**src/sv/dpa_pkg.sv**
```systemverilog
`timescale 1ns / 1ps
package dpa_pkg;

   localparam int DEPTH_DEF = 16;
   localparam int SIZE_W    = 33;
   localparam int REQ_W     = 32;
   localparam int UNIT_W    = 21;
   localparam int REQ_DATA_W = 40;
   localparam int RSP_DATA_W = 72;

   localparam logic [UNIT_W-1:0] UNIT_RST = 21'd1024;
   localparam logic [REQ_W-1:0]  SYS_RST  = 32'd1048576;
   localparam logic [REQ_W-1:0]  USER_RST = 32'd67108864;

   typedef enum logic [1:0] {
      ACT_INIT  = 2'd0,
      ACT_ALLOC = 2'd1,
      ACT_FREE  = 2'd2,
      ACT_NONE  = 2'd3
   } action_type;

   typedef enum logic [1:0] {
      ST_OK     = 2'd0,
      ST_NOSPC  = 2'd1,
      ST_BADSLT = 2'd2,
      ST_BADCFG = 2'd3
   } status_type;

   typedef enum logic [1:0] {
      REG_UNIT   = 2'd0,
      REG_SYS    = 2'd1,
      REG_USER   = 2'd2,
      REG_POLICY = 2'd3
   } reg_index_type;

   typedef enum logic [1:0] {
      CELL_HOLD   = 2'd0,
      CELL_INSERT = 2'd1,
      CELL_REMOVE = 2'd2,
      CELL_WRITE  = 2'd3
   } cell_op_type;

   typedef struct packed {
      logic              used;
      logic [SIZE_W-1:0] addr;
      logic [SIZE_W-1:0] size;
   } entry_type;

   typedef struct packed {
      cell_op_type op;
      logic        wr_size;
      logic        wr_addr;
      logic        wr_used;
      entry_type   data;
   } cell_cmd_type;

   typedef enum logic [3:0] {
      S_IDLE,
      S_INIT_DIV1,
      S_INIT_DIV2,
      S_INIT_W0,
      S_INIT_W1,
      S_AL_DIV,
      S_AL_MOD,
      S_AL_SCAN,
      S_CMP_WALK,
      S_CMP_APPEND,
      S_PL_SPLIT,
      S_PL_WR,
      S_FR_SUM,
      S_FR_WR,
      S_FR_REM,
      S_DONE
   } state_type;

endpackage

```
**src/sv/dpa_cell.sv**
```systemverilog
`timescale 1ns / 1ps
module dpa_cell #(
   parameter int                 CELL_INDEX  = 0,
   parameter int                 IDX_W       = 4,
   parameter dpa_pkg::entry_type RESET_VALUE = '0
) (
   input  logic                  clock,
   input  logic                  reset,
   input  dpa_pkg::cell_cmd_type cmd,
   input  logic [IDX_W-1:0]      pos,
   input  dpa_pkg::entry_type    left,
   input  dpa_pkg::entry_type    right,
   output dpa_pkg::entry_type    q
);
   import dpa_pkg::*;

   entry_type ent_ff, ent_in;
   int        p;

   always_comb begin
      p      = int'(pos);
      ent_in = ent_ff;
      unique case (cmd.op)
         CELL_HOLD: begin
         end
         CELL_INSERT: begin
            if (CELL_INDEX == p + 1) begin
               ent_in = cmd.data;
            end else if (CELL_INDEX > p + 1) begin
               ent_in = left;
            end
         end
         CELL_REMOVE: begin
            if (CELL_INDEX >= p) begin
               ent_in = right;
            end
         end
         CELL_WRITE: begin
            if (CELL_INDEX == p) begin
               if (cmd.wr_size) ent_in.size = cmd.data.size;
               if (cmd.wr_addr) ent_in.addr = cmd.data.addr;
               if (cmd.wr_used) ent_in.used = cmd.data.used;
            end
         end
         default: begin
         end
      endcase
   end

   always_ff @(posedge clock) begin
      if (reset) begin
         ent_ff <= RESET_VALUE;
      end else begin
         ent_ff <= ent_in;
      end
   end

   assign q = ent_ff;

endmodule

```
**config.mk**
```make
export PLATFORM = sky130hd
export DESIGN_NAME = dpa_cell
export DESIGN_NICKNAME = d
export VERILOG_FILES = /design/src/sv/dpa_pkg.sv /design/src/sv/dpa_cell.sv
export SDC_FILE = /design/constraint.sdc
export NUM_CORES = 1
export LEC_CHECK = 0
export ABC_CLOCK_PERIOD_IN_PS = 2200
export BUFFER_PORTS_ARGS = -buffer_cell sky130_fd_sc_hd__buf_2
export CAP_MARGIN = 5
export CELL_PAD_IN_SITES_DETAIL_PLACEMENT = 0
export CELL_PAD_IN_SITES_GLOBAL_PLACEMENT = 1
export CORE_MARGIN = 4
export CORE_UTILIZATION = 34
export CTS_CLUSTER_SIZE = 28
export DETAILED_ROUTE_END_ITERATION = 10
export PLACE_DENSITY_LB_ADDON = 0.1
export SLEW_MARGIN = 20
export SYNTH_ARGS = -nofsm -noshare
export SYNTH_HDL_FRONTEND = slang
export SYNTH_SLANG_ARGS = --single-unit
```
**constraint.sdc**
```tcl
create_clock -name clock -period 2.2 [get_ports clock]
set_input_delay 0.22 -clock clock [delete_from_list [all_inputs] [get_ports clock]]
set_output_delay 0.22 -clock clock [all_outputs]
set_load 0.005 [all_outputs]
```
==> results.json <==
{
  "status": "completed",
  "p_int_mw": 2.44,
  "grt.total_usage_pct": 23.1,
  "final_core_util_pct": 45.6,
  "fin_skew_ps": 0,
  "clock_latency_ps": 330,
  "synth_edf_count": 0,
  "nets": 1019,
  "syn_avg_cell_area_um2": 9.73,
  "syn_area_um2": 5710,
  "p_per_area_nw_per_um2": 462,
  "yosys-top-cells-area": "dfxtp_1 (23%), o41ai_2 (17%), mux2i_1 (12%), o2111ai_1 (10%), nor4b_1 (10%)",
  "grt_max_degree": 71,
  "grt_overflow": 0,
  "drv_slew": 0,
  "cts.sinks": 67,
  "cp-end-kind": "flip-flop",
  "tightest_slew_ps": 650,
  "finalHoldViolCount": 0,
  "power_frac_clock_pct": 38.7,
  "crit_type": "primary input to flip-flop",
  "gp_congestion": 0.790,
  "hp-class": "primary input to flip-flop",
  "first_pass_iters": 6,
  "cts_tree": "done",
  "cap_violations": 0,
  "cts_made_buffers": 9,
  "die_w_um": 138,
  "worst_slack_ps": 525,
  "path_cells": "buf_2 -> ha_1 -> nand2_2 -> or3_2 -> buf_12 -> a211oi_1 -> o41ai_2",
  "drive_above_1_share_pct": 47.8,
  "stdcell_count": 1030,
  "clock_path_buffers": 2,
  "dpl_worst_slack_ps": 177,
  "placedCellCount": 1014,
  "routedWlPerCell_um": 22.2,
  "grt_pass1_wl_um": 34400,
  "die_area_um2": 18900,
  "clockRootBuffer": "clkbuf_16",
  "drcViolationCount": 0,
  "min_period_over_period_pct": 76.1,
  "clk_pin_slew_worst_paths_ps": 60,
  "crit_required_ps": 2400,
  "grt_pass1_vias": 6412,
  "io_buffers": 278,
  "initial_utilization_pct": 34.6,
  "startpoint_type": "primary input",
  "hold_buffers": 0,
  "tns_ps": 0,
  "switchingPower_mw": 1.04,
  "viasPerCell": 5.99,
  "post_cts.repair.setup_buffers": 0,
  "period_minus_slack_ps": 1670,
  "routed_wl_um": 22900,
  "syn_nets": 801,
  "antenna_found_initial": 3,
  "postSynth.asyncResetShare_pct": 0,
  "ir_worst_vdd_uv": 325,
  "power_frac_comb_pct": 25.0,
  "io-pin-count": 279,
  "postCtsResizedCells": 0,
  "first_iter_violations": 250,
  "synthDistinctLibCells": 29,
  "seqPwrFrac_pct": 36.3,
  "largest_register_ffs": 67,
  "synth_seq_cells": 67,
  "critPathMaxStageDelay_ps": 500,
  "core_um2": 16500,
  "yosys_warnings": 0,
  "antenna_left": 0,
  "maxClockFrequency_ghz": 0.597,
  "cp.arrival_ps": 1880,
  "synth_top_cell_by_area": "dfxtp_1",
  "p_leak_nw": 3.38,
  "synth_seq_area_share_pct": 23.5,
  "crit_fanout": 52,
  "synth_most_common_cell": "clkbuf_1",
  "num_rows": 47,
  "diodes": 0,
  "synth_common_cells": "clkbuf_1 (72), dfxtp_1 (67), o2111ai_1 (67)",
  "crit_slowest_cell": "or3_2",
  "die_y_um": 138,
  "switching_share_pct": 29.8,
  "yosysTopAreaCellShare_pct": 23.5,
  "syn_inst": 587,
  "dpl.hpwl_um": 15900,
  "filler_cell_count": 1641,
  "htreeDepth": 3,
  "area_growth_pct": 32.0,
  "vias": 6167,
  "power_mw": 3.48,
  "rsz0062_at_grt": "no",
  "slew-limit-headroom_pct": 56.7,
  "setup_viol": 0,
  "ys.flop_type": "dfxtp_1"
}
## metal layers
layer  global-route usage [%]  part of all wire, %  vias up
li1                         -                    -     2877
met1                     28.0                   41     2989
met2                     39.7                   48      251
met3                     5.66                  7.9       44
met4                     7.82                  2.6        6
met5                        0                 0.13        -
## power groups by stage
stage | Combinational [mW] | Sequential, mW | Clock [mW]
finish | 0.872 | 1.26 | 1.35
global route | 0.945 | 1.27 | 1.43
CTS | 0.877 | 1.26 | 1.38
detailed placement | 0.872 | 1.29 | 0
global placement | 0.860 | 1.29 | 0
floorplan | 0.482 | 1.29 | 0
## area by class of cell
type	count	area, µm²	share of cell area [%]
tap	220	275	3.65
clock inverter	2	10.0	0.133
clock buffer	14	264	3.50
timing repair buffer	302	1680	22.3
multi-input combinational	421	3960	52.5
sequential	67	1340	17.8
inverter	4	15.0	0.199
## worst paths after layout
kind         cells after the start     to      from  slack, ps
max reg2reg                      2  q[46]     q[46]       1490
min                              3  q[45]  left[45]        250
max                              7  q[31]    pos[0]        530
min reg2reg                      2   q[1]      q[1]        490
## cell families after synthesis
group | after synthesis | share of synthesized area, %
mux | 67 | 11.8
simple gates | 144 | 18.4
fa+ha+maj | 2 | 0.438
flops | 67 | 23.5
compound gates | 208 | 38.2
buf+inv | 99 | 7.78
## per-stage QoR
stage	cell area, µm²	hold WS [ps]
6_report	7540	246
5_1_grt	7540	263
4_1_cts	7540	237
3_5_place_dp	7270	472
3_3_place_gp	7270	471
2_1_floorplan	5710	446
## layout by cell type (no fill, tap or decap), types with 6 or more instances in the layout
master,instances
mux2i_1,66
o41ai_1,6
o41ai_2,60
dfxtp_1,67
clkbuf_16,9
buf_12,8
nor4b_1,65
buf_2,275
o2111ai_1,67
and2_1,65
buf_4,19
a211oi_1,65
## worst max-delay path: cells and delay by family
family	cells	cell delay (ps)
AOI/OAI and AO/OA	2	540
adders and majority gates	1	180
buffers and inverters	2	320
and+or+nand+nor	2	590
(Power assumes the default switching activity.)
