===== config.mk =====
export PLATFORM = sky130hd
export DESIGN_NAME = dpa_rem
export DESIGN_NICKNAME = d
export VERILOG_FILES = /design/src/sv/dpa_pkg.sv /design/src/sv/dpa_rem.sv
export SDC_FILE = /design/constraint.sdc
export NUM_CORES = 1
export LEC_CHECK = 0
export CAP_MARGIN = 20
export CORE_MARGIN = 4
export CORE_UTILIZATION = 55
export CTS_CLUSTER_SIZE = 8
export DETAILED_ROUTE_END_ITERATION = 8
export DONT_BUFFER_PORTS = 1
export PLACE_DENSITY = 0.71
export SKIP_CTS_REPAIR_TIMING = 1
export SYNTH_ARGS = -nofsm -noshare
export SYNTH_HDL_FRONTEND = slang
export SYNTH_SLANG_ARGS = --single-unit

===== constraint.sdc =====
create_clock -name clock -period 6.9 [get_ports clock]
set_input_delay 0.69 -clock clock [delete_from_list [all_inputs] [get_ports clock]]
set_output_delay 0.69 -clock clock [all_outputs]
set_load 0.01 [all_outputs]

===== src/sv/dpa_pkg.sv =====
`timescale 1ns / 1ps
package dpa_pkg;

   localparam int DEPTH_DEF = 16;
   localparam int SIZE_W    = 33;
   localparam int REQ_W     = 32;
   localparam int UNIT_W    = 21;
   localparam int REQ_DATA_W = 40;
   localparam int RSP_DATA_W = 72;

   localparam logic [UNIT_W-1:0] UNIT_RST = 21'd1024;
   localparam logic [REQ_W-1:0]  SYS_RST  = 32'd1048576;
   localparam logic [REQ_W-1:0]  USER_RST = 32'd67108864;

   typedef enum logic [1:0] {
      ACT_INIT  = 2'd0,
      ACT_ALLOC = 2'd1,
      ACT_FREE  = 2'd2,
      ACT_NONE  = 2'd3
   } action_type;

   typedef enum logic [1:0] {
      ST_OK     = 2'd0,
      ST_NOSPC  = 2'd1,
      ST_BADSLT = 2'd2,
      ST_BADCFG = 2'd3
   } status_type;

   typedef enum logic [1:0] {
      REG_UNIT   = 2'd0,
      REG_SYS    = 2'd1,
      REG_USER   = 2'd2,
      REG_POLICY = 2'd3
   } reg_index_type;

   typedef enum logic [1:0] {
      CELL_HOLD   = 2'd0,
      CELL_INSERT = 2'd1,
      CELL_REMOVE = 2'd2,
      CELL_WRITE  = 2'd3
   } cell_op_type;

   typedef struct packed {
      logic              used;
      logic [SIZE_W-1:0] addr;
      logic [SIZE_W-1:0] size;
   } entry_type;

   typedef struct packed {
      cell_op_type op;
      logic        wr_size;
      logic        wr_addr;
      logic        wr_used;
      entry_type   data;
   } cell_cmd_type;

   typedef enum logic [3:0] {
      S_IDLE,
      S_INIT_DIV1,
      S_INIT_DIV2,
      S_INIT_W0,
      S_INIT_W1,
      S_AL_DIV,
      S_AL_MOD,
      S_AL_SCAN,
      S_CMP_WALK,
      S_CMP_APPEND,
      S_PL_SPLIT,
      S_PL_WR,
      S_FR_SUM,
      S_FR_WR,
      S_FR_REM,
      S_DONE
   } state_type;

endpackage


===== src/sv/dpa_rem.sv =====
`timescale 1ns / 1ps
module dpa_rem (
   input  logic                      clock,
   input  logic                      reset,
   input  logic                      start,
   input  logic [dpa_pkg::REQ_W-1:0]  dividend,
   input  logic [dpa_pkg::UNIT_W-1:0] divisor,
   output logic                      done,
   output logic [dpa_pkg::UNIT_W-1:0] remainder
);
   import dpa_pkg::*;

   logic              busy_ff, busy_in;
   logic              done_ff, done_in;
   logic [4:0]        cnt_ff, cnt_in;
   logic [REQ_W-1:0]  a_ff, a_in;
   logic [UNIT_W-1:0] b_ff, b_in;
   logic [UNIT_W-1:0] r_ff, r_in;
   logic [UNIT_W:0]   trial;

   always_comb begin
      busy_in = busy_ff;
      done_in = 1'b0;
      cnt_in  = cnt_ff;
      a_in    = a_ff;
      b_in    = b_ff;
      r_in    = r_ff;
      trial   = {r_ff, a_ff[REQ_W-1]};
      if (start) begin
         busy_in = 1'b1;
         cnt_in  = '0;
         a_in    = dividend;
         b_in    = divisor;
         r_in    = '0;
      end else if (busy_ff) begin
         a_in = {a_ff[REQ_W-2:0], 1'b0};
         if (trial >= {1'b0, b_ff}) begin
            r_in = UNIT_W'(trial - {1'b0, b_ff});
         end else begin
            r_in = UNIT_W'(trial);
         end
         cnt_in = cnt_ff + 5'd1;
         if (cnt_ff == 5'd31) begin
            busy_in = 1'b0;
            done_in = 1'b1;
         end
      end
   end

   always_ff @(posedge clock) begin
      if (reset) begin
         busy_ff <= 1'b0;
         done_ff <= 1'b0;
      end else begin
         busy_ff <= busy_in;
         done_ff <= done_in;
      end
      cnt_ff <= cnt_in;
      a_ff   <= a_in;
      b_ff   <= b_in;
      r_ff   <= r_in;
   end

   assign done      = done_ff;
   assign remainder = r_ff;

endmodule


==> flow_summary_export.csv <==
group,metric,value,unit
clocking,clk_pin_slew,90,ps
layout,diodes,0,
worst_setup_path,crit_fanout,26,
pwr,internal_power,0.802,mW
pwr,peakVddDrop,0.000132,V
worst_setup_path,end_kind,"flop",
layout,fin_nets,476,
sta,fmax,300,MHz
pwr,power.switching,0.286,mW
detailed_routing,wirelength,8.52,mm
clocking,cts_buffer_depth,2,
floorplanning,io_pins,78,
layout,syn2layout_area_growth,6.01,%
floorplanning,die_area,0.00952,sq mm
layout,final_area,0.00468,sq mm
logic_synthesis,ys_async_sr_fraction,0,
layout,drive_gt1_frac,0.132,
pwr,p_per_area,233,mW/mm^2
logic_synthesis,yosys_warnings,0,
floorplanning,die_y,97.6,um
hold_path,hold_class,"in -> reg",
detailed_routing,ant_nets,0,
grt,track_usage,0.184,
job,cap_violations,0,
place,place_hpwl,6.04,mm
clocking,clkLatencyLatePin,360,ps
place,gp_congestion,0.894,
logic_synthesis,yosysSeqAreaShare,0.488,
sta,finClkSkew,13.4,ps
pwr,swShare,0.263,
logic_synthesis,synth_edf_count,53,
grt,grt_max_degree,75,
sta,min_period,3330,ps
floorplanning,die-width,97.6,um
pwr,pwr-share-clk,0.328,
worst_setup_path,crit_required,7160,ps
detailed_routing,drc_errors,0,
sta,setup_viol,0,
sta,finalHoldViolations,0,
clocking,clock-root-buffer,"clkbuf_8",
logic_synthesis,syn_area,0.00441,sq mm
logic_synthesis,ys_ff_latch,81,
grt,grt_pass1_wl,14.1,mm
detailed_routing,drt-initial-drc-count,117,
place,placed_cell_area,0.00448,sq mm
grt,grt_pass1_vias,2813,
detailed_routing,post_drt_wl_per_cell,16.9,um
place,io_buffers,0,
sta,finalMaxSlewViolations,0,
layout,final_core_util,0.602,
grt,antenna_found_initial,1,
logic_synthesis,avgSynthCellArea,11.0,sq um
clocking,cts_max_level,3,
clocking,cts_sinks,81,
pwr,p_leak,1.87,nW
sta,slew_headroom,0.326,
grt,grt_overflow,0,
clocking,cts_tree,"yes",
logic_synthesis,syn_inst,401,
logic_synthesis,synth_top_flop_cell,"edfxtp_1",
detailed_routing,drtPass1Iterations,4,
detailed_routing,dr_total_vias,2945,
worst_setup_path,worstPathArrival,3590,ps
worst_setup_path,cp-start-kind,"flop",
sta,worst_pin_slew,1010,ps
floorplanning,core_area,0.00777,sq mm
status,status,"finished clean",
pwr,combPwrFrac,0.143,
pwr,seqPwrFrac,0.529,
logic_synthesis,syn_nets,481,
clocking,cts_made_buffers,9,
detailed_routing,vias_per_cell,5.85,
sta,rsz0062_at_grt,"no",
worst_setup_path,crit_type,"reg -> reg",
floorplanning,num_rows,32,
sta,tns,0,ps
floorplanning,start_util,0.568,
sta,period_share,0.482,
logic_synthesis,netlist-cell-type-count,49,
placed cells by master, fill, tap and decap left out, types with 12 or more instances in the layout:
master | synthesis | final
a211oi_1 | 12 | 12
a21oi_1 | 25 | 25
dfxtp_1 | 28 | 28
edfxtp_1 | 53 | 53
ha_1 | 23 | 23
inv_1 | 29 | 29
mux2_2 | 31 | 31
mux2i_1 | 16 | 16
nand2_1 | 23 | 23
nor2_1 | 34 | 34
o21ai_0 | 19 | 19
xnor2_1 | 12 | 12
synth_stat cells, drive strengths merged (4+ instances only):
cell type	n	share of area
edfxtp	53	0.36
nor2	34	0.029
mux2	31	0.079
inv	29	0.025
dfxtp	28	0.13
a21oi	25	0.028
ha	23	0.065
nand2	23	0.020
o21ai	19	0.022
mux2i	16	0.036
clkbuf	13	0.011
a211oi	12	0.020
xnor2	12	0.024
xor2	8	0.016
a21o	6	0.010
o21a	6	0.010
o31ai	6	0.010
buf	5	0.012
nor3	5	0.0057
a2111oi	4	0.0079
and3	4	0.0057
nand2b	4	0.0057
nor2b	4	0.0057
power groups by stage:
stage	combinational (mW)	sequential, mW	clock (mW)
finish	0.155	0.576	0.357
global route	0.174	0.581	0.392
CTS	0.156	0.577	0.368
detailed placement	0.155	0.588	0
global placement	0.150	0.588	0
floorplan	0.134	0.582	0
stage by stage:
step | cells | hold WS [ps] | total power, mW | worst slack (ps)
after global placement | 486 | 484 | 0.737 | 3690
final | 503 | 398 | 1.09 | 3570
after CTS | 503 | 379 | 1.10 | 3570
after detailed placement | 487 | 494 | 0.743 | 3600
after floorplan | 401 | 467 | 0.716 | 4200
after global routing | 503 | 365 | 1.15 | 3290
state kept, by name (all words and copies together) (netlist names):
signal,cells
cnt_ff,5
b_ff,21
a_ff,32
done,1
remainder,21
busy_ff,1
worst max-delay path, cell delays in order, from the launching register on:
cell and delay, ps:
edfxtp_1 390, inv_1 70, ha_1 160, inv_1 60
fa_1 400, a21o_1 240, o2111ai_1 190, a21oi_1 90
or3b_4 380, a41oi_4 780, mux2i_1 190, a211oi_1 280
per-layer routing:
metal	wire length [um]	part of all wire	vias up	global-route usage
met4	104	0.012	2	0.0543
met1	3720	0.44	1382	0.238
li1	-	-	1460	-
met5	13	0.0015	-	0
met2	3840	0.45	89	0.270
met3	840	0.099	12	0.0933
path summary, 6_finish.rpt:
kind              startpoint      endpoint  slack (ps)  cells past startpoint
setup / recovery    a_ff[31]  remainder[4]        3570                     11
hold / removal         reset       busy_ff         400                      1
setup reg to reg    a_ff[31]  remainder[4]        3570                     11
hold reg to reg    cnt_ff[4]     cnt_ff[4]         510                      2
logic make-up (layout without fill, tap and decap cells):
logic type | after synthesis | after routing | synth area share
compound gates | 96 | 96 | 0.149
simple gates | 86 | 86 | 0.0913
flops | 81 | 81 | 0.488
mux | 47 | 47 | 0.115
buf+inv | 47 | 47 | 0.0473
fa+ha+maj | 24 | 24 | 0.0697
xor+xnor | 20 | 20 | 0.0397
cell type report:
cell class | count | area [sq um]
multi-input combinational | 273 | 2050
inverter | 29 | 109
clock buffer | 9 | 124
clock inverter | 7 | 78.8
sequential | 81 | 2150
fill | 684 | 3090
tap | 102 | 128
timing repair buffer | 2 | 35.0
Power figures use the tool's default switching activity.
